[src/rtl/qbvs_pkg.sv]
package qbvs_pkg;

  localparam int MAX_QUADS     = 8192;
  localparam int TEXTURE_SLOTS = 32;

  // Quad counter must hold MAX_QUADS itself, slot counter TEXTURE_SLOTS itself.
  localparam int QCW     = $clog2(MAX_QUADS + 1);
  localparam int SCW     = $clog2(TEXTURE_SLOTS + 1);
  localparam int SLOT_AW = $clog2(TEXTURE_SLOTS);

  typedef enum logic [1:0] {
    CMD_BEGIN = 2'd0,
    CMD_FLAT  = 2'd1,
    CMD_TEX   = 2'd2,
    CMD_END   = 2'd3
  } cmd_e;

  typedef enum logic [1:0] {
    KIND_VERTEX  = 2'd0,
    KIND_SUMMARY = 2'd1,
    KIND_NO_SLOT = 2'd2,
    KIND_NO_ROOM = 2'd3
  } kind_e;

  typedef enum logic [1:0] {
    ST_IDLE,
    ST_LOOKUP_RD,
    ST_LOOKUP_CMP,
    ST_EMIT
  } state_e;

  typedef struct packed {
    logic [1:0]  cmd;
    logic [31:0] pos_x;
    logic [31:0] pos_y;
    logic [31:0] pos_z;
    logic [31:0] size_x;
    logic [31:0] size_y;
    logic [31:0] color_rgba;
    logic [31:0] texture_id;
  } in_item_t;

  typedef struct packed {
    logic [1:0]  record_kind;
    logic [31:0] vert_x;
    logic [31:0] vert_y;
    logic [31:0] vert_z;
    logic        tex_u;
    logic        tex_v;
    logic [31:0] vert_color;
    logic [4:0]  slot_index;
    logic        is_last;
    logic [15:0] index_count;
    logic [5:0]  slots_in_use;
  } out_item_t;

  // Controller to datapath commands.
  typedef struct packed {
    logic  capture;
    logic  clear_scene;
    logic  rd_en;
    logic  idx_inc;
    logic  take_hit;
    logic  alloc;
    logic  quad_inc;
    logic  kind_ld;
    kind_e kind;
    logic  corner_inc;
  } dp_cmd_t;

  // Datapath to controller status.
  typedef struct packed {
    logic batch_full;
    logic slots_full;
    logic scan_done;
    logic hit;
    logic rec_last;
  } dp_sts_t;

endpackage

[src/rtl/qbvs_ram.sv]
module qbvs_ram #(
  parameter int WIDTH = 32,
  parameter int DEPTH = 32
) (
  input  logic                     clk_i,
  input  logic                     we_i,
  input  logic [$clog2(DEPTH)-1:0] waddr_i,
  input  logic [WIDTH-1:0]         wdata_i,
  input  logic                     re_i,
  input  logic [$clog2(DEPTH)-1:0] raddr_i,
  output logic [WIDTH-1:0]         rdata_o
);

  logic [WIDTH-1:0] mem_q [DEPTH];
  logic [WIDTH-1:0] rdata_q;

  always_ff @(posedge clk_i) begin
    if (we_i) begin
      mem_q[waddr_i] <= wdata_i;
    end
    if (re_i) begin
      rdata_q <= mem_q[raddr_i];
    end
  end

  assign rdata_o = rdata_q;

endmodule

[src/rtl/qbvs_ctrl.sv]
module qbvs_ctrl import qbvs_pkg::*; (
  input  logic       clk_i,
  input  logic       rst_ni,
  input  logic       in_valid_i,
  input  logic [1:0] in_cmd_i,
  input  logic       out_ready_i,
  input  dp_sts_t    sts_i,
  output logic       in_ready_o,
  output logic       out_valid_o,
  output dp_cmd_t    cmd_o
);

  state_e state_q, state_d;

  always_ff @(posedge clk_i or negedge rst_ni) begin
    if (!rst_ni) begin
      state_q <= ST_IDLE;
    end else begin
      state_q <= state_d;
    end
  end

  always_comb begin
    state_d = state_q;
    case (state_q)
      ST_IDLE: begin
        if (in_valid_i) begin
          case (in_cmd_i)
            CMD_BEGIN: state_d = ST_IDLE;
            CMD_END:   state_d = ST_EMIT;
            CMD_FLAT:  state_d = ST_EMIT;
            CMD_TEX:   state_d = sts_i.batch_full ? ST_EMIT : ST_LOOKUP_RD;
            default:   state_d = ST_IDLE;
          endcase
        end
      end
      ST_LOOKUP_RD:  state_d = sts_i.scan_done ? ST_EMIT : ST_LOOKUP_CMP;
      ST_LOOKUP_CMP: state_d = sts_i.hit ? ST_EMIT : ST_LOOKUP_RD;
      ST_EMIT: begin
        if (out_ready_i && sts_i.rec_last) begin
          state_d = ST_IDLE;
        end
      end
      default: state_d = ST_IDLE;
    endcase
  end

  always_comb begin
    cmd_o       = '0;
    cmd_o.kind  = KIND_VERTEX;
    in_ready_o  = 1'b0;
    out_valid_o = 1'b0;
    case (state_q)
      ST_IDLE: begin
        in_ready_o = 1'b1;
        if (in_valid_i) begin
          cmd_o.capture = 1'b1;
          case (in_cmd_i)
            CMD_BEGIN: cmd_o.clear_scene = 1'b1;
            CMD_END: begin
              cmd_o.kind_ld = 1'b1;
              cmd_o.kind    = KIND_SUMMARY;
            end
            CMD_FLAT, CMD_TEX: begin
              cmd_o.kind_ld = 1'b1;
              if (sts_i.batch_full) begin
                cmd_o.kind = KIND_NO_ROOM;
              end else begin
                cmd_o.kind     = KIND_VERTEX;
                cmd_o.quad_inc = (in_cmd_i == CMD_FLAT);
              end
            end
            default: cmd_o.capture = 1'b1;
          endcase
        end
      end
      ST_LOOKUP_RD: begin
        if (!sts_i.scan_done) begin
          cmd_o.rd_en = 1'b1;
        end else if (sts_i.slots_full) begin
          cmd_o.kind_ld = 1'b1;
          cmd_o.kind    = KIND_NO_SLOT;
        end else begin
          cmd_o.alloc    = 1'b1;
          cmd_o.quad_inc = 1'b1;
        end
      end
      ST_LOOKUP_CMP: begin
        if (sts_i.hit) begin
          cmd_o.take_hit = 1'b1;
          cmd_o.quad_inc = 1'b1;
        end else begin
          cmd_o.idx_inc = 1'b1;
        end
      end
      ST_EMIT: begin
        out_valid_o      = 1'b1;
        cmd_o.corner_inc = out_ready_i && !sts_i.rec_last;
      end
      default: cmd_o = '0;
    endcase
  end

endmodule

[src/rtl/qbvs_datapath.sv]
module qbvs_datapath import qbvs_pkg::*; (
  input  logic      clk_i,
  input  logic      rst_ni,
  input  in_item_t  in_data_i,
  input  dp_cmd_t   cmd_i,
  output dp_sts_t   sts_o,
  output out_item_t out_data_o
);

  in_item_t         item_q;
  logic [31:0]      xr_q, yt_q;
  logic [QCW-1:0]   quad_count_q;
  logic [SCW-1:0]   slot_count_q;
  logic [SCW-1:0]   idx_q;
  logic [SCW-1:0]   slot_q;
  logic [1:0]       corner_q;
  kind_e            kind_q;
  logic [31:0]      rdata;
  logic [31:0]      ic_wide;
  logic [31:0]      sc_wide;
  logic [31:0]      sl_wide;

  function automatic logic [31:0] sat_add(input logic [31:0] a, input logic [31:0] b);
    logic [32:0] s;
    s = {a[31], a} + {b[31], b};
    if (s[32] != s[31]) begin
      sat_add = s[32] ? 32'h8000_0000 : 32'h7fff_ffff;
    end else begin
      sat_add = s[31:0];
    end
  endfunction

  // Capture the item and its two corner sums; payload carries no reset.
  always_ff @(posedge clk_i) begin
    if (cmd_i.capture) begin
      item_q <= in_data_i;
      xr_q   <= sat_add(in_data_i.pos_x, in_data_i.size_x);
      yt_q   <= sat_add(in_data_i.pos_y, in_data_i.size_y);
    end
  end

  always_ff @(posedge clk_i or negedge rst_ni) begin
    if (!rst_ni) begin
      quad_count_q <= '0;
      slot_count_q <= SCW'(1);
      idx_q        <= SCW'(1);
      slot_q       <= '0;
      corner_q     <= '0;
      kind_q       <= KIND_VERTEX;
    end else begin
      if (cmd_i.clear_scene) begin
        quad_count_q <= '0;
        slot_count_q <= SCW'(1);
      end
      if (cmd_i.capture) begin
        idx_q    <= SCW'(1);
        slot_q   <= '0;
        corner_q <= '0;
      end
      if (cmd_i.idx_inc) begin
        idx_q <= idx_q + SCW'(1);
      end
      if (cmd_i.take_hit) begin
        slot_q <= idx_q;
      end
      if (cmd_i.alloc) begin
        slot_q       <= slot_count_q;
        slot_count_q <= slot_count_q + SCW'(1);
      end
      if (cmd_i.quad_inc) begin
        quad_count_q <= quad_count_q + QCW'(1);
      end
      if (cmd_i.kind_ld) begin
        kind_q <= cmd_i.kind;
      end
      if (cmd_i.corner_inc) begin
        corner_q <= corner_q + 2'd1;
      end
    end
  end

  qbvs_ram #(
    .WIDTH(32),
    .DEPTH(TEXTURE_SLOTS)
  ) u_slot_ram (
    .clk_i  (clk_i),
    .we_i   (cmd_i.alloc),
    .waddr_i(slot_count_q[SLOT_AW-1:0]),
    .wdata_i(item_q.texture_id),
    .re_i   (cmd_i.rd_en),
    .raddr_i(idx_q[SLOT_AW-1:0]),
    .rdata_o(rdata)
  );

  assign sts_o.batch_full = (32'(quad_count_q) >= 32'(MAX_QUADS));
  assign sts_o.slots_full = (32'(slot_count_q) >= 32'(TEXTURE_SLOTS));
  assign sts_o.scan_done  = (idx_q >= slot_count_q);
  assign sts_o.hit        = (rdata == item_q.texture_id);
  assign sts_o.rec_last   = (kind_q != KIND_VERTEX) || (corner_q == 2'd3);

  assign ic_wide = 32'(quad_count_q) * 32'd6;
  assign sc_wide = 32'(slot_count_q);
  assign sl_wide = 32'(slot_q);

  always_comb begin
    out_data_o             = '0;
    out_data_o.record_kind = kind_q;
    out_data_o.is_last     = sts_o.rec_last;
    case (kind_q)
      KIND_VERTEX: begin
        out_data_o.tex_u      = corner_q[0] ^ corner_q[1];
        out_data_o.tex_v      = corner_q[1];
        out_data_o.vert_x     = (corner_q[0] ^ corner_q[1]) ? xr_q : item_q.pos_x;
        out_data_o.vert_y     = corner_q[1] ? yt_q : item_q.pos_y;
        out_data_o.vert_z     = item_q.pos_z;
        out_data_o.vert_color = item_q.color_rgba;
        out_data_o.slot_index = sl_wide[4:0];
      end
      KIND_SUMMARY: begin
        out_data_o.index_count  = ic_wide[15:0];
        out_data_o.slots_in_use = sc_wide[5:0];
      end
      default: out_data_o.is_last = 1'b1;
    endcase
  end

endmodule

[src/rtl/quad_batch_vertex_setup.sv]
// A flat quad's first vertex is offered in the cycle after acceptance; a textured quad
// first scans the slot table, a read and a compare per slot, until a hit or, on a miss,
// to the end, where it allocates a slot if one is free. Then come four output records;
// begin scene gives no record, end scene and drops give one; a new command waits for idle.
// Reset (rst_ni, asynchronous, active low): empty open scene, slot count 1, no quads;
// the slot handle RAM is not cleared, as only slots written this scene are read.
module quad_batch_vertex_setup import qbvs_pkg::*; (
  input  logic      clk_i,
  input  logic      rst_ni,
  input  logic      in_valid_i,
  output logic      in_ready_o,
  input  in_item_t  in_data_i,
  output logic      out_valid_o,
  input  logic      out_ready_i,
  output out_item_t out_data_o
);

  // Commands from the controller, status back from the datapath.
  dp_cmd_t dp_cmd;
  dp_sts_t dp_sts;

  // The controller sequences one transaction at a time: accept, optional slot scan
  // (one RAM read and one compare per slot), then the records one per cycle while out_ready_i is high.
  qbvs_ctrl u_ctrl (
    .clk_i      (clk_i),
    .rst_ni     (rst_ni),
    .in_valid_i (in_valid_i),
    .in_cmd_i   (in_data_i.cmd),
    .out_ready_i(out_ready_i),
    .sts_i      (dp_sts),
    .in_ready_o (in_ready_o),
    .out_valid_o(out_valid_o),
    .cmd_o      (dp_cmd)
  );

  // The datapath holds the captured item, saturated corner sums, the scene counters
  // and the slot handle RAM, and forms each record from the corner counter.
  qbvs_datapath u_dp (
    .clk_i     (clk_i),
    .rst_ni    (rst_ni),
    .in_data_i (in_data_i),
    .cmd_i     (dp_cmd),
    .sts_o     (dp_sts),
    .out_data_o(out_data_o)
  );

`ifndef NO_ASSERTIONS
  // Never offer a record while accepting a new transaction.
  a_no_overlap: assert property (@(posedge clk_i) disable iff (!rst_ni)
    out_valid_o |-> !in_ready_o)
    else $error("record offered while input ready");

  // Anything but begin scene must leave idle.
  a_busy_after_accept: assert property (@(posedge clk_i) disable iff (!rst_ni)
    (in_valid_i && in_ready_o && (in_data_i.cmd != CMD_BEGIN)) |=> !in_ready_o)
    else $error("still idle after accepting a non-begin transaction");

  // The last vertex of a quad is the (u0, v1) corner.
  a_last_corner: assert property (@(posedge clk_i) disable iff (!rst_ni)
    (out_valid_o && (out_data_o.record_kind == KIND_VERTEX) && out_data_o.is_last)
      |-> (out_data_o.tex_v && !out_data_o.tex_u))
    else $error("last vertex is not the closing corner");

  // Never allocate a slot beyond the table.
  a_alloc_in_range: assert property (@(posedge clk_i) disable iff (!rst_ni)
    dp_cmd.alloc |-> !dp_sts.slots_full)
    else $error("slot allocated with table full");
`endif

endmodule

[config.mk]
export PLATFORM = sky130hd
export DESIGN_NAME = quad_batch_vertex_setup
export DESIGN_NICKNAME = d
export VERILOG_FILES = /design/src/rtl/qbvs_pkg.sv /design/src/rtl/qbvs_ram.sv /design/src/rtl/qbvs_ctrl.sv /design/src/rtl/qbvs_datapath.sv /design/src/rtl/quad_batch_vertex_setup.sv
export SDC_FILE = /design/constraint.sdc
export NUM_CORES = 1
export LEC_CHECK = 0
export CORE_MARGIN = 4
export CORE_UTILIZATION = 45
export DETAILED_ROUTE_END_ITERATION = 8
export DONT_BUFFER_PORTS = 1
export GPL_ROUTABILITY_DRIVEN = 1
export HOLD_SLACK_MARGIN = 0.1
export SYNTH_ARGS = -nofsm -noshare
export SYNTH_HDL_FRONTEND = slang
export SYNTH_HIERARCHICAL = 1
export SYNTH_SLANG_ARGS = --single-unit
[constraint.sdc]
create_clock -name clk_i -period 12.3 [get_ports clk_i]
set_input_delay 2.46 -clock clk_i [delete_from_list [all_inputs] [get_ports clk_i]]
set_output_delay 2.46 -clock clk_i [all_outputs]
set_load 0.02 [all_outputs]
==> impl_metrics.json, run 1 <==
{
  "status": "finished, final reports clean",
  "synth_nets": 3968,
  "clockRootBuffer": "clkbuf_16",
  "synthFlopType": "edfxtp_1",
  "r2r_end": "u_dp/u_slot_ram/mem_q[21][14]",
  "clk_latency_ps": 760,
  "cts_resized": 0,
  "nets": 4021,
  "period_needed_ps": 6460,
  "cp.arrival_ps": 4000,
  "combPwrFrac_pct": 27.6,
  "cellInternalPower_w": 0.00869,
  "cts_tree": "yes",
  "cts-hold-fix-buffers": 0,
  "setup-tns-final_ps": 0,
  "cp.buffers_inverters": 0,
  "grt_pass1_vias": 30800,
  "cts_sinks": 1317,
  "chipWidth_um": 361,
  "grt_max_degree": 127,
  "async_reset_ff_share_pct": 2.81,
  "gr-total-overflow": 0,
  "wl_um": 142000,
  "synth.avg_cell_area_um2": 15.4,
  "p_total_w": 0.0129,
  "post-cts-setup-buffers": 0,
  "swShare_pct": 32.6,
  "crit_path_cell_trace": "ha_1, fa_1, a21o_1, a21oi_1, o21bai_1, a21oi_1, o21bai_1, a211o_1, a2111oi_0, o211ai_1, o31ai_1",
  "ir_worst_vdd_mv": 0.149,
  "fp-row-count": 129,
  "power.switching_w": 0.00421,
  "max-cap-violations": 0,
  "final_cell_mix": "edfxtp_1 (1280), mux2i_1 (580), a21oi_1 (208), nand2_1 (169), clkbuf_16 (140)",
  "htree_levels": 4,
  "synth_seq_cells": 1317,
  "post-route-period-util_pct": 52.5,
  "vias_per_cell": 5.77,
  "dp_hpwl_um": 79900,
  "yosysUniqueCellTypes": 82,
  "start_util_pct": 45.3,
  "power.leakage_nw": 22.5,
  "rsz0062_at_grt": "false",
  "drc_errors": 0,
  "worst_path_largest_cell_delay_ps": 520,
  "drt-initial-drc-count": 2556,
  "ff2ff_setup_slack_ps": 6690,
  "slew_headroom_pct": 19.5,
  "cp_data_required_time_ps": 9840,
  "drv_slew": 0,
  "synth.yosys.seq_area_share_pct": 70.3,
  "startpoint": "u_dp/quad_count_q[0]",
  "min_path_type": "register to register",
  "setup_viol": 0,
  "critPathCapture": "out_data_o[20]",
  "criticalPathCategory": "register to output pin",
  "wl_per_cell_um": 26.1,
  "synth_edf_count": 1280,
  "cp.depth": 11,
  "stdcell_count": 5435,
  "dieArea_um2": 130000,
  "max_freq_mhz": 155,
  "dr.pass1.iters": 5,
  "nFillCells": 10300,
  "cts_buffers": 137,
  "syn_inst": 3636,
  "r2r_cells": 15,
  "fin_util_pct": 50.5,
  "worst_pin_slew_ps": 1200,
  "layout-drive-gt1-share_pct": 9.17,
  "drtAntennaViolNets": 0,
  "startpoint_type": "register",
  "power.density_nw_per_um2": 207,
  "syn_to_final_growth_pct": 11.4,
  "grt_use_total_pct": 21.4,
  "io_pins": 392,
  "portBuffers": 0,
  "skew_ps": 24.3,
  "synthesis.area_um2": 56000,
  "p_seq_share_pct": 41.7,
  "cp_top_family": "compound AO/OA/AOI/OAI gates",
  "cts.clk_slew.worst_paths_ps": 60,
  "placed_cells": 5187,
  "cts_buffer_depth": 3,
  "core_area_um2": 124000,
  "clkPwrFrac_pct": 30.7,
  "yosysWarnings": 6,
  "layout_commonest_cell": "edfxtp_1",
  "antenna_found_initial": 15,
  "critPathCaptureType": "output pin",
  "finalHoldViolCount": 0,
  "r2r_start": "u_dp/idx_q[0]",
  "die_y_um": 361,
  "grt_pass1_wl_um": 207000,
  "gp_congestion": 0.866,
  "cp_max_fo": 6,
  "vias": 31400,
  "crit_path_top_delay_cell": "a2111oi_0"
}
worst reg2reg max path: stages, from the launching register on:
cell and delay, ps:
dfstp_4 1190, inv_1 130, ha_1 290, nand2b_1 90, a21o_1 120, a21o_1 100
a21oi_1 70, nor2b_1 100, o21ai_0 80, nand2b_1 170, nand3b_1 120, nor2_1 110
buf_4 270, nand3b_1 730, nor2_4 1090, buf_4 570
kinds of logic (layout without fill, tap and decap cells):
kind of cell / count (synthesis) / count (layout) / synth area share, %
AO/OA/AOI/OAI: 616 / 616 / 7.29
XOR/XNOR: 106 / 106 / 1.66
adder cells (fa/ha/maj): 102 / 102 / 2.32
buffers and inverters: 227 / 386 / 2.09
flip-flops: 1317 / 1317 / 70.3
multiplexers: 584 / 584 / 10.5
other: 1 / 4 / 0.00669
AND/OR/NAND/NOR: 683 / 683 / 5.92
cell type report:
cell class / count / area [µm²] / area share, %
tap: 1637 / 2050 / 3.28
timing repair buffer: 90 / 713 / 1.14
sequential: 1317 / 39400 / 63.1
clock buffer: 166 / 3600 / 5.77
inverter: 51 / 199 / 0.319
clock inverter: 79 / 697 / 1.12
multi-input combinational: 2092 / 15800 / 25.3
antenna: 3 / 7.51 / 0.0120
stage by stage:
step	worst slack [ps]	cell area, µm²	hold WS, ps
2_1_floorplan	4540	56000	456
3_3_place_gp	5890	58100	476
3_5_place_dp	5880	58100	488
4_1_cts	5810	62400	496
5_1_grt	5580	62400	523
6_report	5840	62400	497
registers in the layout, summed over array words and instances (netlist names):
| signal | flops |
|---|---|
| u_ctrl/state_q | 2 |
| u_dp/corner_q | 2 |
| u_dp/idx_q | 6 |
| u_dp/item_q | 160 |
| u_dp/kind_q | 2 |
| u_dp/quad_count_q | 14 |
| u_dp/slot_count_q | 6 |
| u_dp/slot_q | 5 |
| u_dp/u_slot_ram/mem_q | 1024 |
| u_dp/u_slot_ram/rdata_o | 32 |
| u_dp/xr_q | 32 |
| u_dp/yt_q | 32 |
worst min path at each step:
stage	start	end	slack [ps]	depth (start not counted)
2_1_floorplan	u_dp/idx_q[5]	u_dp/idx_q[5]	460	1
3_3_place_gp	u_dp/corner_q[0]	u_dp/corner_q[0]	480	1
3_5_place_dp	u_dp/corner_q[0]	u_dp/corner_q[0]	490	1
4_1_cts	u_dp/corner_q[0]	u_dp/corner_q[0]	500	1
5_1_grt	u_dp/corner_q[0]	u_dp/corner_q[0]	520	1
6_report	u_dp/corner_q[0]	u_dp/corner_q[0]	500	1
cell usage after synthesis, types with 38 or more instances:
library cell	count	area, µm²
nand2_1	170	638
xnor2_1	41	359
buf_4	38	285
a22oi_1	98	736
nor3_1	44	220
edfxtp_1	1280	38400
nor2_1	159	597
inv_1	51	191
ha_1	99	1240
and2_1	79	494
a22o_1	65	569
a21oi_1	208	1040
xor2_1	65	569
o21ai_0	68	340
mux2i_1	580	5810
nand3_1	123	616
clkbuf_1	72	270
layer usage:
layer | up-vias | global-route usage, % | part of all wire (%)
li1 | 14200 | - | -
met2 | 986 | 35.5 | 49
met1 | 16000 | 28.5 | 42
met4 | 24 | 6.28 | 2.6
met5 | - | 0 | 0.11
met3 | 242 | 4.72 | 6.4
power by group through the flow:
stage	clock network [W]	registers, W	logic (W)
3_5_place_dp	0	0.00547	0.00359
4_1_cts	0.00405	0.00538	0.00359
2_1_floorplan	0	0.00542	0.00270
6_report	0.00396	0.00538	0.00357
3_3_place_gp	0	0.00547	0.00357
5_1_grt	0.00424	0.00540	0.00384
Note: power is estimated with default switching activity, not from simulation.
==> run 2, diff against run 1 <==
==> constraint.sdc (replaced) <==
create_clock -name clk_i -period 6.7 [get_ports clk_i]
set_input_delay 1.34 -clock clk_i [delete_from_list [all_inputs] [get_ports clk_i]]
set_output_delay 1.34 -clock clk_i [all_outputs]
set_load 0.02 [all_outputs]
==> run 2 against run 1 <==
  * Wire length increased by 0.31%
  * Design area increased by 0.41%
  * Clock power grew 90%
  * Register-to-register slack lost 5200 ps
  * First-iteration DRC count is essentially flat
==> impl_metrics.json, run 2 (synthesized netlist as in run 1, its figures left out) <==
{
  "cp_data_required_time_ps": 5360,
  "crit_path_cell_trace": "ha_1, fa_1, a21o_1, a21oi_1, o21bai_1, a21oi_1, o21bai_1, a211o_1, a2111oi_0, o211ai_1, o31ai_1",
  "crit_path_top_delay_cell": "a2111oi_0",
  "setup-tns-final_ps": 0,
  "drt-initial-drc-count": 2557,
  "r2r_cells": 15,
  "largest_reg_flops": 1024,
  "largest-register": "u_dp/u_slot_ram/mem_q",
  "period_needed_ps": 5350,
  "drtAntennaViolNets": 0,
  "max-cap-violations": 0,
  "die_y_um": 361,
  "layout_commonest_cell": "edfxtp_1",
  "worst_pin_slew_ps": 1160,
  "ir_worst_vdd_mv": 0.382,
  "wl_um": 142000,
  "ff_latch_area_um2": 39400,
  "fp-row-count": 129,
  "gp_congestion": 0.830,
  "chipWidth_um": 361,
  "grt_use_total_pct": 21.5,
  "cts_tree": "yes",
  "wl_per_cell_um": 26.1,
  "final_cell_mix": "edfxtp_1 (1280), mux2i_1 (580), a21oi_1 (208), nand2_1 (169), clkbuf_16 (147)",
  "grt_pass1_vias": 31400,
  "status": "finished, final reports clean",
  "max_freq_mhz": 187,
  "finalHoldViolCount": 0,
  "cts_buffers": 140,
  "antenna_found_initial": 16,
  "cts_resized": 0,
  "setup_viol": 0,
  "dieArea_um2": 130000,
  "dr.pass1.iters": 5,
  "power.density_nw_per_um2": 384,
  "cts_sinks": 1317,
  "clockRootBuffer": "clkbuf_16",
  "layout-drive-gt1-share_pct": 9.44,
  "htree_levels": 4,
  "worst_path_largest_cell_delay_ps": 510,
  "syn_to_final_growth_pct": 11.9,
  "post-route-period-util_pct": 79.9,
  "startpoint_type": "register",
  "vias": 31300,
  "clk_latency_ps": 740,
  "portBuffers": 0,
  "start_util_pct": 45.3,
  "power.leakage_nw": 22.6,
  "cp_max_fo": 6,
  "min_path_type": "primary input to async pin",
  "grt_max_degree": 144,
  "worst_slack_ps": 1350,
  "rsz0062_at_grt": "false",
  "nets": 4027,
  "reg_top3": "u_dp/u_slot_ram/mem_q: 1024 flops, u_dp/item_q: 160 flops",
  "critPathCaptureType": "output pin",
  "criticalPathCategory": "register to output pin",
  "r2r_start": "u_dp/idx_q[0]",
  "cts.clk_slew.worst_paths_ps": 60,
  "cts_buffer_depth": 3,
  "multiInputGateArea_um2": 15800,
  "startpoint": "u_dp/quad_count_q[0]",
  "dp_hpwl_um": 85600,
  "gr-total-overflow": 0,
  "post-cts-setup-buffers": 0,
  "fin_hold_ws_ps": 286,
  "drc_errors": 0,
  "io_pins": 392,
  "drv_slew": 0,
  "grt_pass1_wl_um": 209000,
  "vias_per_cell": 5.74,
  "cts-hold-fix-buffers": 0,
  "cp.arrival_ps": 4010,
  "nFillCells": 10300,
  "core_area_um2": 124000,
  "skew_ps": 31.0,
  "pre_cts_ws_ps": 1450,
  "fin_util_pct": 50.7,
  "slew_headroom_pct": 22.2
}
run 2: cell types whose count changed in the layout (fill, tap and decap cells not counted), sizes merged:
cell	before	now
buf	90	93
bufinv	8	10
clkbuf	166	173
clkinv	66	59
clkinvlp	0	3
diode	3	8
inv	56	55
run 2: metrics by stage:
step	total power [W]	cell area, µm²	cells
floorplan	0.0149	56000	3636
finish	0.0240	62700	5447
detailed placement	0.0167	58200	5190
global route	0.0251	62700	5442
CTS	0.0242	62700	5439
global placement	0.0167	58200	5190
run 2: report_power, final:
group          internal (W)  leakage [nW]  total (W)  switching [W]
Sequential          0.00955          12.0    0.00984       0.000287
Combinational       0.00226          8.46    0.00670        0.00443
Clock               0.00439          2.17    0.00751        0.00311
run 2: worst paths after layout:
check / end / slack, ps
max in group asynchronous: u_dp/idx_q[0] / 6210
hold reg to reg: u_dp/corner_q[0] / 500
setup reg to reg: u_dp/u_slot_ram/mem_q[7][24] / 1470
hold / removal: u_dp/quad_count_q[6] / 290
min in group clk_i: u_dp/corner_q[0] / 500
setup / recovery: out_data_o[20] / 1350
run 2: worst max-delay path, delay by kind of cell, from the launching register on:
| kind | cells | cell delay [ps] |
|---|---|---|
| adders and majority gates | 2 | 720 |
| AOI/OAI and AO/OA | 9 | 2090 |
| DFF | 1 | 460 |
run 2: final cells by class:
cell class	count	area share (%)
Sequential cell	1317	62.8
Multi-Input combinational cell	2092	25.2
Clock buffer	173	6.06
Tap cell	1637	3.27
Timing Repair Buffer	93	1.31
Clock inverter	76	1.02
Inverter	51	0.317
Antenna cell	8	0.0319
run 2: metal layers:
| layer | vias to the layer above | routed length, µm | GRT usage (%) |
|---|---|---|---|
| met5 | - | 103 | 0 |
| li1 | 14200 | - | - |
| met3 | 233 | 9480 | 5.16 |
| met1 | 15800 | 60200 | 28.5 |
| met2 | 999 | 68700 | 35.2 |
| met4 | 16 | 3840 | 6.58 |
